### config.mk
export PLATFORM = sky130hd
export DESIGN_NAME = lsc_mac
export DESIGN_NICKNAME = d
export VERILOG_FILES = /design/src/sv/lsc_pkg.sv /design/src/sv/lsc_mac.sv
export SDC_FILE = /design/constraint.sdc
export NUM_CORES = 2
export LEC_CHECK = 0
export BUFFER_PORTS_ARGS = -buffer_cell sky130_fd_sc_hd__buf_2
export CAP_MARGIN = 20
export CORE_ASPECT_RATIO = 0.75
export CORE_MARGIN = 4
export CORE_UTILIZATION = 50
export CTS_CLUSTER_SIZE = 25
export DETAILED_ROUTE_END_ITERATION = 10
export MAX_ROUTING_LAYER = met4
export PLACE_DENSITY = 0.67
export SLEW_MARGIN = 5
export SYNTH_ARGS = -nofsm -noshare
export SYNTH_HDL_FRONTEND = slang
export SYNTH_SLANG_ARGS = --single-unit
### constraint.sdc
create_clock -name clk -period 21.8 [get_ports clk]
set_clock_uncertainty 0.1 [all_clocks]
set_input_delay 4.36 -clock clk [delete_from_list [all_inputs] [get_ports clk]]
set_output_delay 4.36 -clock clk [all_outputs]
set_load 0.02 [all_outputs]
### src/sv/lsc_pkg.sv
`timescale 1ns / 1ps
package lsc_pkg;

  localparam int FEATURES     = 8;
  localparam int HIDDEN_UNITS = 8;
  localparam int MAX_REPORT   = 8;
  localparam int REPORT       = (HIDDEN_UNITS < MAX_REPORT) ? HIDDEN_UNITS : MAX_REPORT;

  localparam int WADDR_W = $clog2(4 * FEATURES * HIDDEN_UNITS);
  localparam int BADDR_W = $clog2(4 * HIDDEN_UNITS);
  localparam int FIDX_W  = (FEATURES > 1) ? $clog2(FEATURES) : 1;
  localparam int UIDX_W  = (HIDDEN_UNITS > 1) ? $clog2(HIDDEN_UNITS) : 1;
  localparam int KCNT_W  = $clog2(FEATURES + 1);
  localparam int ACC_W   = 38;

  localparam logic [15:0] SCALE_RESET = 16'd655;

  localparam logic [1:0] REQ_WEIGHT  = 2'd0;
  localparam logic [1:0] REQ_BIAS    = 2'd1;
  localparam logic [1:0] REQ_FEATURE = 2'd2;

  localparam logic [1:0] GATE_FORGET = 2'd0;
  localparam logic [1:0] GATE_INPUT  = 2'd1;
  localparam logic [1:0] GATE_CAND   = 2'd2;
  localparam logic [1:0] GATE_OUTPUT = 2'd3;

  typedef struct packed {
    logic valid;   // a term arrives with this beat of read data
    logic clr;     // clear the accumulator
  } mac_ctrl_t;

  function automatic logic signed [15:0] sat16(input logic signed [39:0] v);
    logic signed [15:0] r;
    if (v > 40'sd32767) r = 16'sh7fff;
    else if (v < -40'sd32768) r = 16'sh8000;
    else r = v[15:0];
    return r;
  endfunction

  // PLAN piecewise-linear sigmoid, Q.12 in and out
  function automatic logic signed [13:0] sigmoid_q12(input logic signed [17:0] x);
    logic [17:0] a;
    logic [13:0] y;
    a = x[17] ? 18'(-x) : 18'(x);
    if (a >= 18'd20480) y = 14'd4096;
    else if (a >= 18'd9728) y = 14'(a >> 5) + 14'd3456;
    else if (a >= 18'd4096) y = 14'(a >> 3) + 14'd2560;
    else y = 14'(a >> 2) + 14'd2048;
    if (x[17]) y = 14'd4096 - y;
    return $signed(y);
  endfunction

  function automatic logic signed [13:0] tanh_q12(input logic signed [15:0] x);
    logic signed [13:0] s;
    logic signed [14:0] t;
    s = sigmoid_q12($signed({x[15], x, 1'b0}));
    t = $signed({s, 1'b0}) - 15'sd4096;
    return t[13:0];
  endfunction

endpackage

### src/sv/lsc_mac.sv
`timescale 1ns / 1ps
module lsc_mac (
  input  logic                           clk,
  input  logic                           rst_n,
  input  lsc_pkg::mac_ctrl_t             ctrl,
  input  logic signed [15:0]             wdata,
  input  logic signed [16:0]             xmul,
  input  logic [15:0]                    scale,
  output logic                           busy,
  output logic signed [lsc_pkg::ACC_W-1:0] acc
);
  import lsc_pkg::*;

  logic                      v2_r, v3_r;
  logic signed [32:0]        p1_r;
  logic signed [16:0]        x2_r;
  logic signed [34:0]        p2_r;
  logic signed [ACC_W-1:0]   acc_r;
  logic signed [32:0]        p1_rnd;
  logic signed [17:0]        sw;

  // scaled weight: round(w * scale / 2^16)
  assign p1_rnd = p1_r + 33'sd32768;
  assign sw     = 18'(p1_rnd >>> 16);

  always_ff @(posedge clk) begin
    if (!rst_n) begin
      v2_r  <= 1'b0;
      v3_r  <= 1'b0;
      acc_r <= '0;
    end else begin
      v2_r <= ctrl.valid;
      v3_r <= v2_r;
      if (ctrl.clr) acc_r <= '0;
      else if (v3_r) acc_r <= acc_r + ACC_W'(p2_r);
    end
    p1_r <= 33'(wdata) * 33'($signed({1'b0, scale}));
    x2_r <= xmul;
    p2_r <= 35'(sw) * 35'(x2_r);
  end

  assign busy = v2_r | v3_r;
  assign acc  = acc_r;
endmodule

==> impl_metrics.py <==
metrics = {
    "timing": {
        "timing.setup.tns_ns": 0,
        "slew-limit-headroom_pct": 27.4,
        "timing.final.ws_setup_ns": 11.62,
        "fmax_ghz": 0.0982,
        "slew_violations": 0,
        "rsz0062_at_grt": "no",
        "setup_viol_count_final": 0,
        "min_period_over_period_pct": 46.7,
        "period_needed_ns": 10.18,
        "tightest_slew_ns": 1.08,
        "hold_viol": 0,
    },
    "layout": {
        "area_delta_synth_final_pct": 5.56,
        "fillers": 4436,
        "multi_input_area_sq_um": 19400,
        "num_antenna_cells": 0,
        "drive_above_1_share_pct": 5.35,
        "seq_area_sq_um": 2180,
        "nNetsFinal": 3492,
    },
    "synth": {
        "yosysMostFrequentCell": "inv_1",
        "netlist.area_leader.share_pct": 40.6,
        "synthTopCellsByCount": "608 x inv_1, 490 x fa_1, 337 x nand2_1, 242 x ha_1, 239 x and2_1",
        "synth_top_area_cell": "fa_1",
        "synth_seq_cells": 109,
        "synthTopCellsByArea": "fa_1 41%, ha_1 13%, inv_1 9.4%, dfxtp_1 9.0%, and2_1 6.2%",
        "synth-edff-count": 0,
        "ys_seq_area_share_pct": 9.03,
        "async_flop_share_pct": 0,
        "syn_area_sq_um": 24200,
        "synth_nets": 3468,
        "avgSynthCellArea_sq_um": 9.00,
        "synth.distinct_cells": 65,
        "yosys_warnings": 0,
        "syn_inst": 2683,
        "synth_ff_type": "dfxtp_1",
    },
    "grt": {
        "grt_pass1_wl_um": 94900,
        "antenna_found_initial": 0,
        "grt_usage_pct": 23.2,
        "grt_max_degree": 41,
        "grt_pass1_vias": 19000,
        "grt_overflow": 0,
    },
    "critical_path": {
        "crit_path_frequent_cell": "fa_1",
        "critical_path_required_ns": 21.96,
        "crit_path_max_incr_delay_ns": 0.55,
        "crit_family": "adder cells",
        "slowest_stage": "fa_1",
        "path_cells": "buf_2 -> nand2_1 -> fa_1 -> inv_1 -> fa_1 -> inv_1 -> fa_1 -> fa_1 -> inv_1 -> fa_1 -> inv_1 -> fa_1 -> inv_1 -> ha_1 -> a21o_1 -> a21oi_1 -> o21ai_0 -> o311ai_4 -> nand3_1 -> a31o_2 -> a2111oi_2 -> nor3_1",
        "crit_arrival_ns": 10.34,
        "critPathKind": "primary input to flop",
        "critPathMaxFanout": 16,
        "cp_num_buf_inv": 6,
        "critPathLaunchType": "primary input",
        "crit_path_end_kind": "flop",
    },
    "route": {
        "drt-initial-drc-count": 849,
        "wl_um": 53900,
        "dr_total_vias": 17300,
        "vias_per_cell": 5.17,
        "postRouteAntennaNets": 0,
        "wire_per_inst_um": 16.1,
        "dr.pass1.iters": 5,
        "drc": 0,
    },
    "cts": {
        "cts_buffer_depth": 2,
        "cts_max_level": 3,
        "cts_setup_buffers": 0,
        "hold_buffers": 0,
        "insertion_delay_ns": 0.38,
        "clock_sinks": 109,
        "cts_resized": 0,
        "clockRootBuffer": "clkbuf_16",
        "cts_buffers": 9,
        "cts_tree": "built",
        "cts.reportedPaths.clkPinSlew_ns": 0.08,
    },
    "placement": {
        "gp_congestion": 0.891,
        "portBuffers": 91,
        "dpl.hpwl_um": 44900,
        "dpl_worst_slack_ns": 11.26,
    },
    "die": {
        "initial_core_util_pct": 50.8,
        "io_pins": 92,
        "die-area_sq_um": 51900,
        "fp.dieH_um": 198,
        "fp.coreArea_sq_um": 47600,
        "row_count": 69,
        "die_w_um": 262,
    },
    "hold_path": {
        "hold_path.class": "flop to flop",
    },
    "outcome": {
        "status": "finished clean",
    },
    "job": {
        "maxCapViolations": 0,
    },
}
==> worst reg2reg max path: stages, from the launching register on <==
cell and delay, ns:
dfxtp_1 0.37, and3_1 0.27, nand2_1 0.07, nor2_1 0.29, and2_1 0.24, nand2_1 0.10, xnor2_2 0.79, nand2_1 0.19
fa_1 0.55, fa_1 0.47, fa_1 0.54, inv_1 0.06, fa_1 0.46, fa_1 0.54, inv_1 0.05, fa_1 0.55
inv_1 0.07, ha_1 0.37, a21oi_1 0.17, o21ai_0 0.10, a31oi_1 0.18, o21ai_0 0.16, o41ai_2 0.51, o2111ai_1 0.22
a31o_2 0.26, a21oi_1 0.16, xnor2_1 0.25
==> cells in the final DEF, fill, tap and decap left out, types with 4 or more instances in the layout <==
cell type | netlist | layout
a211o_1 | 5 | 5
a211oi_1 | 12 | 12
a21boi_0 | 5 | 5
a21o_1 | 30 | 30
a21oi_1 | 65 | 65
a31oi_1 | 9 | 9
and2_1 | 239 | 239
and3_1 | 12 | 12
buf_2 | 1 | 91
buf_4 | 0 | 9
clkbuf_16 | 0 | 9
dfxtp_1 | 109 | 108
fa_1 | 490 | 490
ha_1 | 242 | 242
inv_1 | 608 | 608
mux2i_1 | 23 | 23
nand2_1 | 337 | 337
nand2b_1 | 25 | 25
nand3_1 | 32 | 32
nand4_1 | 11 | 11
nor2_1 | 89 | 89
nor2b_1 | 9 | 9
nor3_1 | 22 | 22
o2111ai_1 | 4 | 4
o211ai_1 | 5 | 5
o21a_1 | 12 | 12
o21ai_0 | 37 | 37
o21bai_1 | 6 | 6
or2_2 | 5 | 5
or3_1 | 5 | 5
xnor2_1 | 66 | 58
xnor2_2 | 0 | 8
xor2_1 | 28 | 26
==> through the flow <==
stage | util, % | cell area [sq um] | cells | hold slack, ns
after CTS | 53.6 | 25500 | 3350 | 0.363
after detailed placement | 53.0 | 25200 | 3335 | 0.339
final | 53.6 | 25500 | 3350 | 0.364
after floorplan | - | 24200 | 2683 | 0.321
after global placement | 53.0 | 25200 | 3335 | 0.342
after global routing | 53.6 | 25500 | 3350 | 0.399
==> path summary, 6_finish.rpt <==
check / slack [ns] / end / from / cells past startpoint
setup / recovery: 11.62 / p1_r[32] / scale[10] / 22
hold / removal: 0.36 / v3_r / v2_r / 1
setup reg to reg: 13.59 / p2_r[33] / p1_r[17] / 26
hold reg to reg: 0.36 / v3_r / v2_r / 1
==> metal layers <==
layer	share of wire, %	up-vias	global-route usage [%]
met1	48	8725	33.4
met5	0	-	-
met2	45	417	36.0
li1	-	8142	-
met3	5.7	40	4.01
met4	0.80	0	2.85
==> cell families after synthesis <==
kind of cell             Yosys count  synth area share (%)
AO/OA/AOI/OAI                    229                  6.51
adder cells (fa/ha/maj)          732                  53.1
buffers and inverters            695                  10.8
XOR/XNOR                          94                  3.41
flip-flops                       109                  9.03
multiplexers                      23                 0.953
AND/OR/NAND/NOR                  801                  16.2
==> registers in the layout, summed over array words and instances, names as in the netlist <==
register and flops:
p1_r 18, p2_r 34, x2_r 17, v2_r 1, v3_r 1, acc 38
==> final cells by class <==
cell class / count / share of cell area [%]
multi-input combinational: 1879 / 76.2
sequential: 109 / 8.56
timing repair buffer: 100 / 2.05
clock buffer: 10 / 0.898
inverter: 608 / 8.95
tap: 639 / 3.14
clock inverter: 5 / 0.167
Power is not shown: default switching activity piles up to over one toggle a cycle in this logic, so the estimate is an artifact.
