--- config.mk ---
export PLATFORM = sky130hd
export DESIGN_NAME = lsc_cell
export DESIGN_NICKNAME = d
export VERILOG_FILES = /design/src/sv/lsc_pkg.sv /design/src/sv/lsc_cell.sv
export SDC_FILE = /design/constraint.sdc
export NUM_CORES = 1
export LEC_CHECK = 0
export ABC_AREA = 1
export BUFFER_PORTS_ARGS = -buffer_cell sky130_fd_sc_hd__buf_2
export CELL_PAD_IN_SITES_DETAIL_PLACEMENT = 1
export CELL_PAD_IN_SITES_GLOBAL_PLACEMENT = 1
export CORE_UTILIZATION = 29
export CTS_CLUSTER_DIAMETER = 100
export DETAILED_ROUTE_END_ITERATION = 8
export HOLD_SLACK_MARGIN = 0.06
export PLACE_DENSITY_LB_ADDON = 0.2
export SYNTH_ARGS = -nofsm -noshare
export SYNTH_HDL_FRONTEND = slang
export SYNTH_SLANG_ARGS = --single-unit
--- constraint.sdc ---
create_clock -name clk -period 0.8 [get_ports clk]
set_input_delay 0.04 -clock clk [delete_from_list [all_inputs] [get_ports clk]]
set_output_delay 0.04 -clock clk [all_outputs]
set_load 0.01 [all_outputs]
--- src/sv/lsc_pkg.sv ---
`timescale 1ns / 1ps
package lsc_pkg;

  localparam int FEATURES     = 8;
  localparam int HIDDEN_UNITS = 8;
  localparam int MAX_REPORT   = 8;
  localparam int REPORT       = (HIDDEN_UNITS < MAX_REPORT) ? HIDDEN_UNITS : MAX_REPORT;

  localparam int WADDR_W = $clog2(4 * FEATURES * HIDDEN_UNITS);
  localparam int BADDR_W = $clog2(4 * HIDDEN_UNITS);
  localparam int FIDX_W  = (FEATURES > 1) ? $clog2(FEATURES) : 1;
  localparam int UIDX_W  = (HIDDEN_UNITS > 1) ? $clog2(HIDDEN_UNITS) : 1;
  localparam int KCNT_W  = $clog2(FEATURES + 1);
  localparam int ACC_W   = 38;

  localparam logic [15:0] SCALE_RESET = 16'd655;

  localparam logic [1:0] REQ_WEIGHT  = 2'd0;
  localparam logic [1:0] REQ_BIAS    = 2'd1;
  localparam logic [1:0] REQ_FEATURE = 2'd2;

  localparam logic [1:0] GATE_FORGET = 2'd0;
  localparam logic [1:0] GATE_INPUT  = 2'd1;
  localparam logic [1:0] GATE_CAND   = 2'd2;
  localparam logic [1:0] GATE_OUTPUT = 2'd3;

  typedef struct packed {
    logic valid;   // a term arrives with this beat of read data
    logic clr;     // clear the accumulator
  } mac_ctrl_t;

  function automatic logic signed [15:0] sat16(input logic signed [39:0] v);
    logic signed [15:0] r;
    if (v > 40'sd32767) r = 16'sh7fff;
    else if (v < -40'sd32768) r = 16'sh8000;
    else r = v[15:0];
    return r;
  endfunction

  // PLAN piecewise-linear sigmoid, Q.12 in and out
  function automatic logic signed [13:0] sigmoid_q12(input logic signed [17:0] x);
    logic [17:0] a;
    logic [13:0] y;
    a = x[17] ? 18'(-x) : 18'(x);
    if (a >= 18'd20480) y = 14'd4096;
    else if (a >= 18'd9728) y = 14'(a >> 5) + 14'd3456;
    else if (a >= 18'd4096) y = 14'(a >> 3) + 14'd2560;
    else y = 14'(a >> 2) + 14'd2048;
    if (x[17]) y = 14'd4096 - y;
    return $signed(y);
  endfunction

  function automatic logic signed [13:0] tanh_q12(input logic signed [15:0] x);
    logic signed [13:0] s;
    logic signed [14:0] t;
    s = sigmoid_q12($signed({x[15], x, 1'b0}));
    t = $signed({s, 1'b0}) - 15'sd4096;
    return t[13:0];
  endfunction

endpackage

--- src/sv/lsc_cell.sv ---
`timescale 1ns / 1ps
module lsc_cell (
  input  logic               clk,
  input  logic               rst_n,
  input  logic               shift,
  input  logic signed [15:0] h_in,
  input  logic signed [15:0] c_in,
  output logic signed [15:0] h_out,
  output logic signed [15:0] c_out
);
  import lsc_pkg::*;

  logic signed [15:0] h_r, c_r;

  always_ff @(posedge clk) begin
    if (!rst_n) begin
      h_r <= '0;
      c_r <= '0;
    end else if (shift) begin
      h_r <= h_in;
      c_r <= c_in;
    end
  end

  assign h_out = h_r;
  assign c_out = c_r;
endmodule

==> results_dict.tcl, run 1 <==
set metrics [dict create \
    routed-via-count 1412 \
    max_stage_delay_ps 330 \
    synth_nets 237 \
    wire_per_inst_um 10.4 \
    grt_max_degree 35 \
    ys_ff_latch 32 \
    core-area_um2 4380 \
    worstMarginPinSlew_ps 599 \
    io_buffers 66 \
    gr-usage-all-layers_pct 15.4 \
    clkTransAtPathRegs_ps 60 \
    muxShareOfSynthArea_pct 0 \
    antenna_cells 0 \
    firstDrtPassIters 4 \
    synth_seq_area_share_pct 48.0 \
    htree_levels 2 \
    status "completed" \
    routed_wl_mm 3.66 \
    dp.cells 312 \
    layoutNonFillerInstCount 351 \
    synth_top_cell_area_share_pct 48.0 \
    hold_path.class "in2reg" \
    switching_share_pct 25.2 \
    slowest_stage "dfxtp_1" \
    power.sequential.fraction_pct 47.5 \
    remaining_drc_errors 0 \
    die_h_um 69.9 \
    p_leak_uw 0.00124 \
    grt_pass1_wl_mm 5.93 \
    max_cap_viol_count 0 \
    hold_viol 0 \
    postCtsSetupBuffers 0 \
    timing.fmax_ghz 1.29 \
    pwr-share-clk_pct 33.4 \
    netlist_area_um2 1340 \
    required_ps 760 \
    power_density_nw_per_um2 1720 \
    end_kind "output port" \
    yosys.area_share.simple_pct 36.0 \
    io-pin-count 67 \
    synth_top_family_by_area "simple AND/OR/NAND/NOR gates" \
    crit_chain "buf_2" \
    drive_gt1_share_pct 34.8 \
    start_util_pct 30.5 \
    slew_headroom_pct 60.1 \
    area_delta_synth_final_pct 64.0 \
    gp_congestion 0.635 \
    power_switching_uw 948 \
    fp.dieArea_um2 4880 \
    vias_per_cell 4.02 \
    arrival_ps 730 \
    ant_nets 0 \
    nFillCells 588 \
    tritoncts "done" \
    detail_route.iter0.violations 48 \
    synth_xor_area_share_pct 0 \
    synth_compound_area_share_pct 0 \
    synth_top_area_cell "dfxtp_1" \
    numCtsBuffers 5 \
    overflow 0 \
    slew_violations 0 \
    worstPathMaxFanout 2 \
    nets 333 \
    final_cell_mix "nor2_1 (64), nand2_1 (64), buf_2 (54), inv_1 (32), dlygate4sd3_1 (31)" \
    cpLargestDelayFamily "flip-flops" \
    hold_ws_ps 64.2 \
    insertion_delay_ps 280 \
    rows 24 \
    final.period_utilization_pct 96.7 \
    synth_warnings 0 \
    critPathBufInv 1 \
    antenna_found_initial 0 \
    root_buffer "clkbuf_8" \
    grt_pass1_vias 1403 \
    cts_buffer_depth 2 \
    combPwrFrac_pct 19.0 \
    internal_power_uw 2820 \
    irDropWorstVdd_mv 0.735 \
    synthAdderAreaFrac_pct 0 \
    fp.dieW_um 69.9 \
    finalSetupViolations 0 \
    fin_skew_ps 0 \
    synthTopCellsByArea "dfxtp_1 (48%), nand2_1 (18%), nor2_1 (18%)" \
    start_kind "flip-flop" \
    synth_cell_type_count 6 \
    synth_cells 202 \
    dp_hpwl_mm 2.10 \
    cts_sinks 32 \
    postSynthAreaPerCell_um2 6.61 \
    critical_path_class "reg2out" \
    fin_crit_ps 774 \
]
==> what timing repair did <==
item | 4_1_cts | 5_1_grt
setup endpoints to repair | 8 | 28
hold buffers | 31 | 0
resized for setup | 8 | 35
endpoints found under the hold margin | 31 | 0
==> cell type report <==
cell class | instances | area (um2) | area share, %
repair buffers | 99 | 756 | 34.5
flip-flops and latches | 32 | 678 | 31.0
multi-input cells | 128 | 480 | 21.9
inverters | 32 | 120 | 5.49
clock buffers | 8 | 90.1 | 4.11
well taps | 52 | 65.1 | 2.97
==> metrics by stage <==
stage / power, uW / setup TNS, ps / util (%) / setup WS, ps / cell area (um2)
finish: 3760 / 0 / 49.9 / 26.4 / 2190
global route: 3980 / -0.511 / 49.9 / -0.511 / 2190
CTS: 3750 / 0 / 47.6 / 0.320 / 2090
detailed placement: 2350 / -370 / 38.2 / -33.7 / 1680
global placement: 2340 / -34.2 / 38.2 / -14.0 / 1680
floorplan: 2120 / 0 / - / 231 / 1340
==> cell usage after synthesis, drive strengths merged <==
| cell | n |
|---|---|
| nand2 | 64 |
| buf | 10 |
| inv | 32 |
| dfxtp | 32 |
| nor2 | 64 |
==> sequential cells by signal (all words and copies together) (netlist names) <==
| signal | flops |
|---|---|
| c_out | 16 |
| h_out | 16 |
==> power by group through the flow <==
stage	clock network, uW	logic [uW]	registers [uW]
floorplan	0	278	1850
global placement	0	543	1790
detailed placement	0	553	1790
CTS	1310	670	1770
global route	1370	800	1800
finish	1260	717	1790
==> cells by family after synthesis <==
logic type	after synthesis
flip-flops	32
AND/OR/NAND/NOR	128
buffers and inverters	42
==> path summary, 6_finish.rpt <==
check / from / end / slack (ps) / depth (start not counted)
setup / recovery: h_out[4]$_SDFFE_PN0P_ / h_out[4] / 30 / 1
hold / removal: c_in[5] / c_out[5]$_SDFFE_PN0P_ / 60 / 5
setup reg to reg: c_out[1]$_SDFFE_PN0P_ / c_out[1]$_SDFFE_PN0P_ / 210 / 2
hold reg to reg: c_out[10]$_SDFFE_PN0P_ / c_out[10]$_SDFFE_PN0P_ / 460 / 2
==> per-layer routing <==
layer	track usage (%)	share of wire, %	vias up	wire length (um)
li1	-	-	758	-
met1	16.3	43	605	1570
met2	27.4	50	45	1840
met3	5.77	5.8	4	211
met4	6.44	0.90	0	33
met5	0	0	-	0
==> tightest hold or removal path, cell delays in order <==
cell and delay, ps:
buf_2 90, inv_1 50, nand2_1 40, nand2_1 50, nor2_1 30
No activity file was read; power rests on OpenSTA's default activity.
==> inputs of run 2 (changes only) <==
--- a/config.mk
+++ b/config.mk
@@ -9,6 +9,7 @@
 export BUFFER_PORTS_ARGS = -buffer_cell sky130_fd_sc_hd__buf_2
 export CELL_PAD_IN_SITES_DETAIL_PLACEMENT = 1
 export CELL_PAD_IN_SITES_GLOBAL_PLACEMENT = 1
+export CORE_ASPECT_RATIO = 0.7
 export CORE_UTILIZATION = 29
 export CTS_CLUSTER_DIAMETER = 100
 export DETAILED_ROUTE_END_ITERATION = 8
==> run 2 against run 1 <==
Routed wire length grew 9.7%. Sequential power is essentially flat. Largest power group unchanged. Clock skew stayed put. Global-route usage up 1.1 points. Critical path type unchanged. Highest routed layer unchanged. Final area up 4.0%. Maximum frequency down 0.38%.
==> results_dict.tcl, run 2 (synthesis gave the netlist of run 1 again) <==
set metrics [dict create \
    status "completed" \
    regArea_um2 679 \
    worstPathMaxFanout 2 \
    power_switching_uw 1000 \
    grt_pass1_wl_mm 6.14 \
    fin_crit_ps 777 \
    worstSetupPathDepth 1 \
    place_ws_ps -50.6 \
    arrival_ps 740 \
    numCtsBuffers 5 \
    antenna_cells 0 \
    rr_startpoint "h_out[1]$_SDFFE_PN0P_" \
    required_ps 760 \
    max_stage_delay_ps 330 \
    combPwrFrac_pct 20.7 \
    fp.dieArea_um2 4880 \
    multi_input_area_um2 480 \
    crit_path_end "h_out[0]" \
    finalSetupViolations 0 \
    io_buffers 66 \
    ant_nets 0 \
    cpLargestDelayFamily "flip-flops" \
    fin_skew_ps 0 \
    routed_wl_mm 4.01 \
    reg2reg_slack_ps 110 \
    core-area_um2 4380 \
    rows 20 \
    routed-via-count 1459 \
    final_cell_mix "nor2_1 (64), nand2_1 (64), buf_2 (44), inv_1 (32), dlygate4sd3_1 (32)" \
    gr-usage-all-layers_pct 16.5 \
    max_cap_viol_count 0 \
    area_delta_synth_final_pct 70.6 \
    critical_path_class "reg2out" \
    cts_sinks 32 \
    worstMarginPinSlew_ps 605 \
    timing.fmax_ghz 1.29 \
    wire_per_inst_um 11.2 \
    grt_pass1_vias 1357 \
    die_h_um 58.8 \
    power.sequential.fraction_pct 47.8 \
    antenna_found_initial 0 \
    nFillCells 574 \
    drive_gt1_share_pct 35.8 \
    gp_congestion 0.657 \
    pwr-share-clk_pct 31.5 \
    overflow 0 \
    start_util_pct 30.5 \
    firstDrtPassIters 4 \
    vias_per_cell 4.09 \
    hold_ws_ps 121 \
    grt_max_degree 33 \
    root_buffer "clkbuf_8" \
    fin_area_um2 2280 \
    fp.dieW_um 83.1 \
    fin_ws_ps 23.5 \
    rr_worst_depth 3 \
    setup-tns-final_ps 0 \
    slew_headroom_pct 59.6 \
    detail_route.iter0.violations 32 \
    htree_levels 2 \
    power_density_nw_per_um2 1650 \
    startpoint "h_out[0]$_SDFFE_PN0P_" \
    p_leak_uw 0.00127 \
    insertion_delay_ps 280 \
    finalPower_uw 3760 \
    critPathBufInv 1 \
    cts_buffer_depth 2 \
    hold_viol 0 \
    nets 337 \
    internal_power_uw 2760 \
    final.period_utilization_pct 97.1 \
    crit_chain "buf_2" \
    slew_violations 0 \
    irDropWorstVdd_mv 0.873 \
    placed_area_um2 1690 \
    tritoncts "done" \
    end_kind "output port" \
    start_kind "flip-flop" \
    switching_share_pct 26.7 \
    remaining_drc_errors 0 \
    rsz0062_at_grt "true" \
    io-pin-count 67 \
    slowest_stage "dfxtp_2" \
    clkTransAtPathRegs_ps 70 \
    r2r-end "h_out[1]$_SDFFE_PN0P_" \
    dp_hpwl_mm 2.26 \
    hold_path.class "in2reg" \
]
run 2: cell types whose count changed in the layout (fill, tap and decap cells not counted):
cell           previous run  this run
dfxtp_2                  30        31
clkbuf_1                  2         1
clkbuf_8                  6         5
buf_2                    54        44
clkinv_2                  0         1
dfxtp_1                   2         1
buf_6                    12        22
dlygate4sd3_1            31        32
buf_4                     0         3
run 2: worst min-delay path by stage:
stage | from | to | slack, ps | cells after the start
CTS | shift | c_out[2]$_SDFFE_PN0P_ | 120 | 3
global placement | c_in[11] | c_out[11]$_SDFFE_PN0P_ | 330 | 5
finish | shift | c_out[2]$_SDFFE_PN0P_ | 120 | 3
detailed placement | c_in[12] | c_out[12]$_SDFFE_PN0P_ | 340 | 5
global route | shift | c_out[2]$_SDFFE_PN0P_ | 130 | 3
floorplan | rst_n | c_out[15]$_SDFFE_PN0P_ | 160 | 2
run 2: timing repair:
action | in CTS | in global routing
hold endpoints to repair | 32 | 0
endpoints found under the setup margin | 17 | 30
resized for setup | 17 | 37
buffers inserted | 0 | 2
hold buffers | 32 | 0
run 2: area by class of cell:
cell class | count | area share, %
clock buffers | 6 | 3.19
clock inverters | 1 | 0.220
well taps | 55 | 3.02
repair buffers | 103 | 37.4
flip-flops and latches | 32 | 29.8
multi-input cells | 128 | 21.1
inverters | 32 | 5.27
run 2: metrics by stage:
step,std cells,util [%]
floorplan,202,-
global placement,316,38.5
detailed placement,316,38.5
CTS,355,48.2
global route,357,52.0
finish,357,52.0
run 2: power groups by stage:
| stage | logic (uW) | clock network, uW | registers (uW) |
|---|---|---|---|
| 2_1_floorplan | 278 | 0 | 1850 |
| 3_3_place_gp | 552 | 0 | 1790 |
| 3_5_place_dp | 564 | 0 | 1790 |
| 4_1_cts | 687 | 1230 | 1770 |
| 5_1_grt | 867 | 1300 | 1810 |
| 6_report | 779 | 1180 | 1800 |
run 2: per-layer routing:
layer  up-vias  global-route usage [%]  share of wire [%]
li1        764                       -                  -
met1       647                    17.7                 42
met2        39                    28.7                 49
met3         9                    6.31                6.3
met4         0                    9.11                2.5
met5         -                       0                  0
==> inputs of run 3 (changes only) <==
--- a/config.mk
+++ b/config.mk
@@ -10,6 +10,7 @@
 export CELL_PAD_IN_SITES_DETAIL_PLACEMENT = 1
 export CELL_PAD_IN_SITES_GLOBAL_PLACEMENT = 1
 export CORE_ASPECT_RATIO = 0.7
+export CORE_MARGIN = 5
 export CORE_UTILIZATION = 29
 export CTS_CLUSTER_DIAMETER = 100
 export DETAILED_ROUTE_END_ITERATION = 8
==> run 3 against run 2 <==
Total power fell by 2.7%. Critical path depth unchanged. Largest cell class is now sequential cells. Final area is 13% lower. Combinational power fell by 18%. Routed wire length down 9.4%. Cell count shrank 5.9%. Critical endpoint is now c_out[12]. Global-route usage fell by 4.5 points. Sequential cell count unchanged. Sequential share of layout area increased by 4.2 points. Non-clock buffer count down 22. Core utilization down 6.8 points. Register-to-register slack improved by 110 ps. Highest routed layer unchanged.
==> results_dict.tcl, run 3 (synthesis gave the netlist of run 1 again) <==
set metrics [dict create \
    final.period_utilization_pct 96.2 \
    finalPower_uw 3660 \
    rows 20 \
    pwr-share-clk_pct 33.9 \
    required_ps 760 \
    arrival_ps 730 \
    fp.dieArea_um2 6080 \
    grt.met2_usage_pct 19.7 \
    dp_hpwl_mm 2.48 \
    combPwrFrac_pct 17.4 \
    wire_per_inst_um 10.8 \
    gr-usage-all-layers_pct 12.0 \
    setup-tns-final_ps 0 \
    power.sequential.fraction_pct 48.8 \
    gp_congestion 0.696 \
    met1_usage_pct 14.0 \
    irDropWorstVdd_mv 0.798 \
    p_leak_uw 0.00116 \
    cts_sinks 32 \
    r2r-end "h_out[0]$_SDFFE_PN0P_" \
    postCtsSetupBuffers 0 \
    nFillCells 591 \
    fin_crit_ps 770 \
    critical_path_class "reg2out" \
    worstMarginPinSlew_ps 594 \
    crit_chain "buf_2" \
    fp.dieW_um 91.1 \
    die_h_um 66.8 \
    slew_headroom_pct 60.4 \
    grt_pass1_vias 1284 \
    critPathBufInv 1 \
    hold_path.class "in2reg" \
    hold_end "c_out[1]$_SDFFE_PN0P_" \
    finalSetupViolations 0 \
    overflow 0 \
    htree_levels 2 \
    cpLargestDelayFamily "flip-flops" \
    insertion_delay_ps 270 \
    grt_max_degree 39 \
    clkTransAtPathRegs_ps 60 \
    hold_viol 0 \
    reg2reg_slack_ps 220 \
    io-pin-count 67 \
    tritoncts "done" \
    io_buffers 66 \
    ant_nets 0 \
    max_stage_delay_ps 330 \
    cts_buffer_depth 2 \
    startpoint "c_out[12]$_SDFFE_PN0P_" \
    firstDrtPassIters 4 \
    internal_power_uw 2750 \
    nets 315 \
    globalRouteMet3Util_pct 5.98 \
    core-area_um2 4400 \
    max_cap_viol_count 0 \
    numCtsBuffers 5 \
    min_from "c_in[1]" \
    start_util_pct 30.3 \
    antenna_cells 0 \
    detail_route.iter0.violations 52 \
    top_usage_layer "met2" \
    fin_ws_ps 30.0 \
    drive_gt1_share_pct 36.7 \
    place_ws_ps -54.9 \
    remaining_drc_errors 0 \
    rr_worst_depth 2 \
    timing.fmax_ghz 1.30 \
    status "completed" \
    slowest_stage "dfxtp_1" \
    rr_startpoint "h_out[0]$_SDFFE_PN0P_" \
    routed_wl_mm 3.64 \
    power_density_nw_per_um2 1840 \
    final_cell_mix "nor2_1 (64), nand2_1 (64), buf_2 (57), inv_1 (32), dfxtp_2 (29)" \
    end_kind "output port" \
    fin_skew_ps 0 \
    grt_pass1_wl_mm 5.84 \
    root_buffer "clkbuf_8" \
    switching_share_pct 25.1 \
    area_delta_synth_final_pct 49.0 \
    final_core_utilization_pct 45.2 \
    routed-via-count 1339 \
    vias_per_cell 3.99 \
    worstPathMaxFanout 2 \
    antenna_found_initial 0 \
    worstHoldPathCells 5 \
    slew_violations 0 \
    start_kind "flip-flop" \
    power_switching_uw 918 \
]
-- run 3: cell types whose count changed in the layout (fill, tap and decap cells not counted) --
cell | previous run | this run
dlygate4sd3_1 | 32 | 13
buf_6 | 22 | 8
buf_2 | 44 | 57
buf_4 | 3 | 1
dfxtp_1 | 1 | 3
dfxtp_2 | 31 | 29
clkbuf_1 | 1 | 2
clkbuf_8 | 5 | 6
clkinv_2 | 1 | 0
-- run 3: area by class of cell --
type	instances	area, um2	area share [%]
Clock buffer	8	90.1	4.53
Inverter	32	120	6.04
Multi-Input combinational cell	128	480	24.2
Sequential cell	32	677	34.0
Tap cell	55	68.8	3.46
Timing Repair Buffer	81	553	27.8
-- run 3: repair_timing --
item                                    4_1_cts  5_1_grt
resized for setup                             5       33
hold buffers                                 12        1
hold endpoints to repair                     12        1
endpoints found under the setup margin        5       29
-- run 3: worst max-delay path by stage --
stage               cells after the start                      to  slack, ps
floorplan                               2  h_out[13]$_SDFFE_PN0P_        230
detailed placement                      3   c_out[4]$_SDFFE_PN0P_        -50
global placement                        3  c_out[10]$_SDFFE_PN0P_        -20
CTS                                     1                c_out[2]          2
finish                                  1               c_out[12]         30
global route                            1                h_out[0]         -5
-- run 3: metal layers --
layer	part of all wire, %	vias to the layer above
li1	-	719
met1	44	583
met2	47	35
met3	8.3	2
met4	0.52	0
met5	0	-
-- run 3: per-stage QoR --
stage                     cells  cell area, um2  hold WS [ps]
after global placement      315            1680           327
after CTS                   335            1900          60.1
after global routing        336            1990          63.6
after floorplan             202            1340           160
final                       336            1990          58.1
after detailed placement    315            1680           337
-- run 3: power groups by stage --
| stage | logic (uW) | clock network (uW) | registers (uW) |
|---|---|---|---|
| after floorplan | 278 | 0 | 1850 |
| after global placement | 554 | 0 | 1790 |
| after detailed placement | 566 | 0 | 1800 |
| after CTS | 610 | 1290 | 1770 |
| after global routing | 721 | 1370 | 1800 |
| final | 636 | 1240 | 1790 |
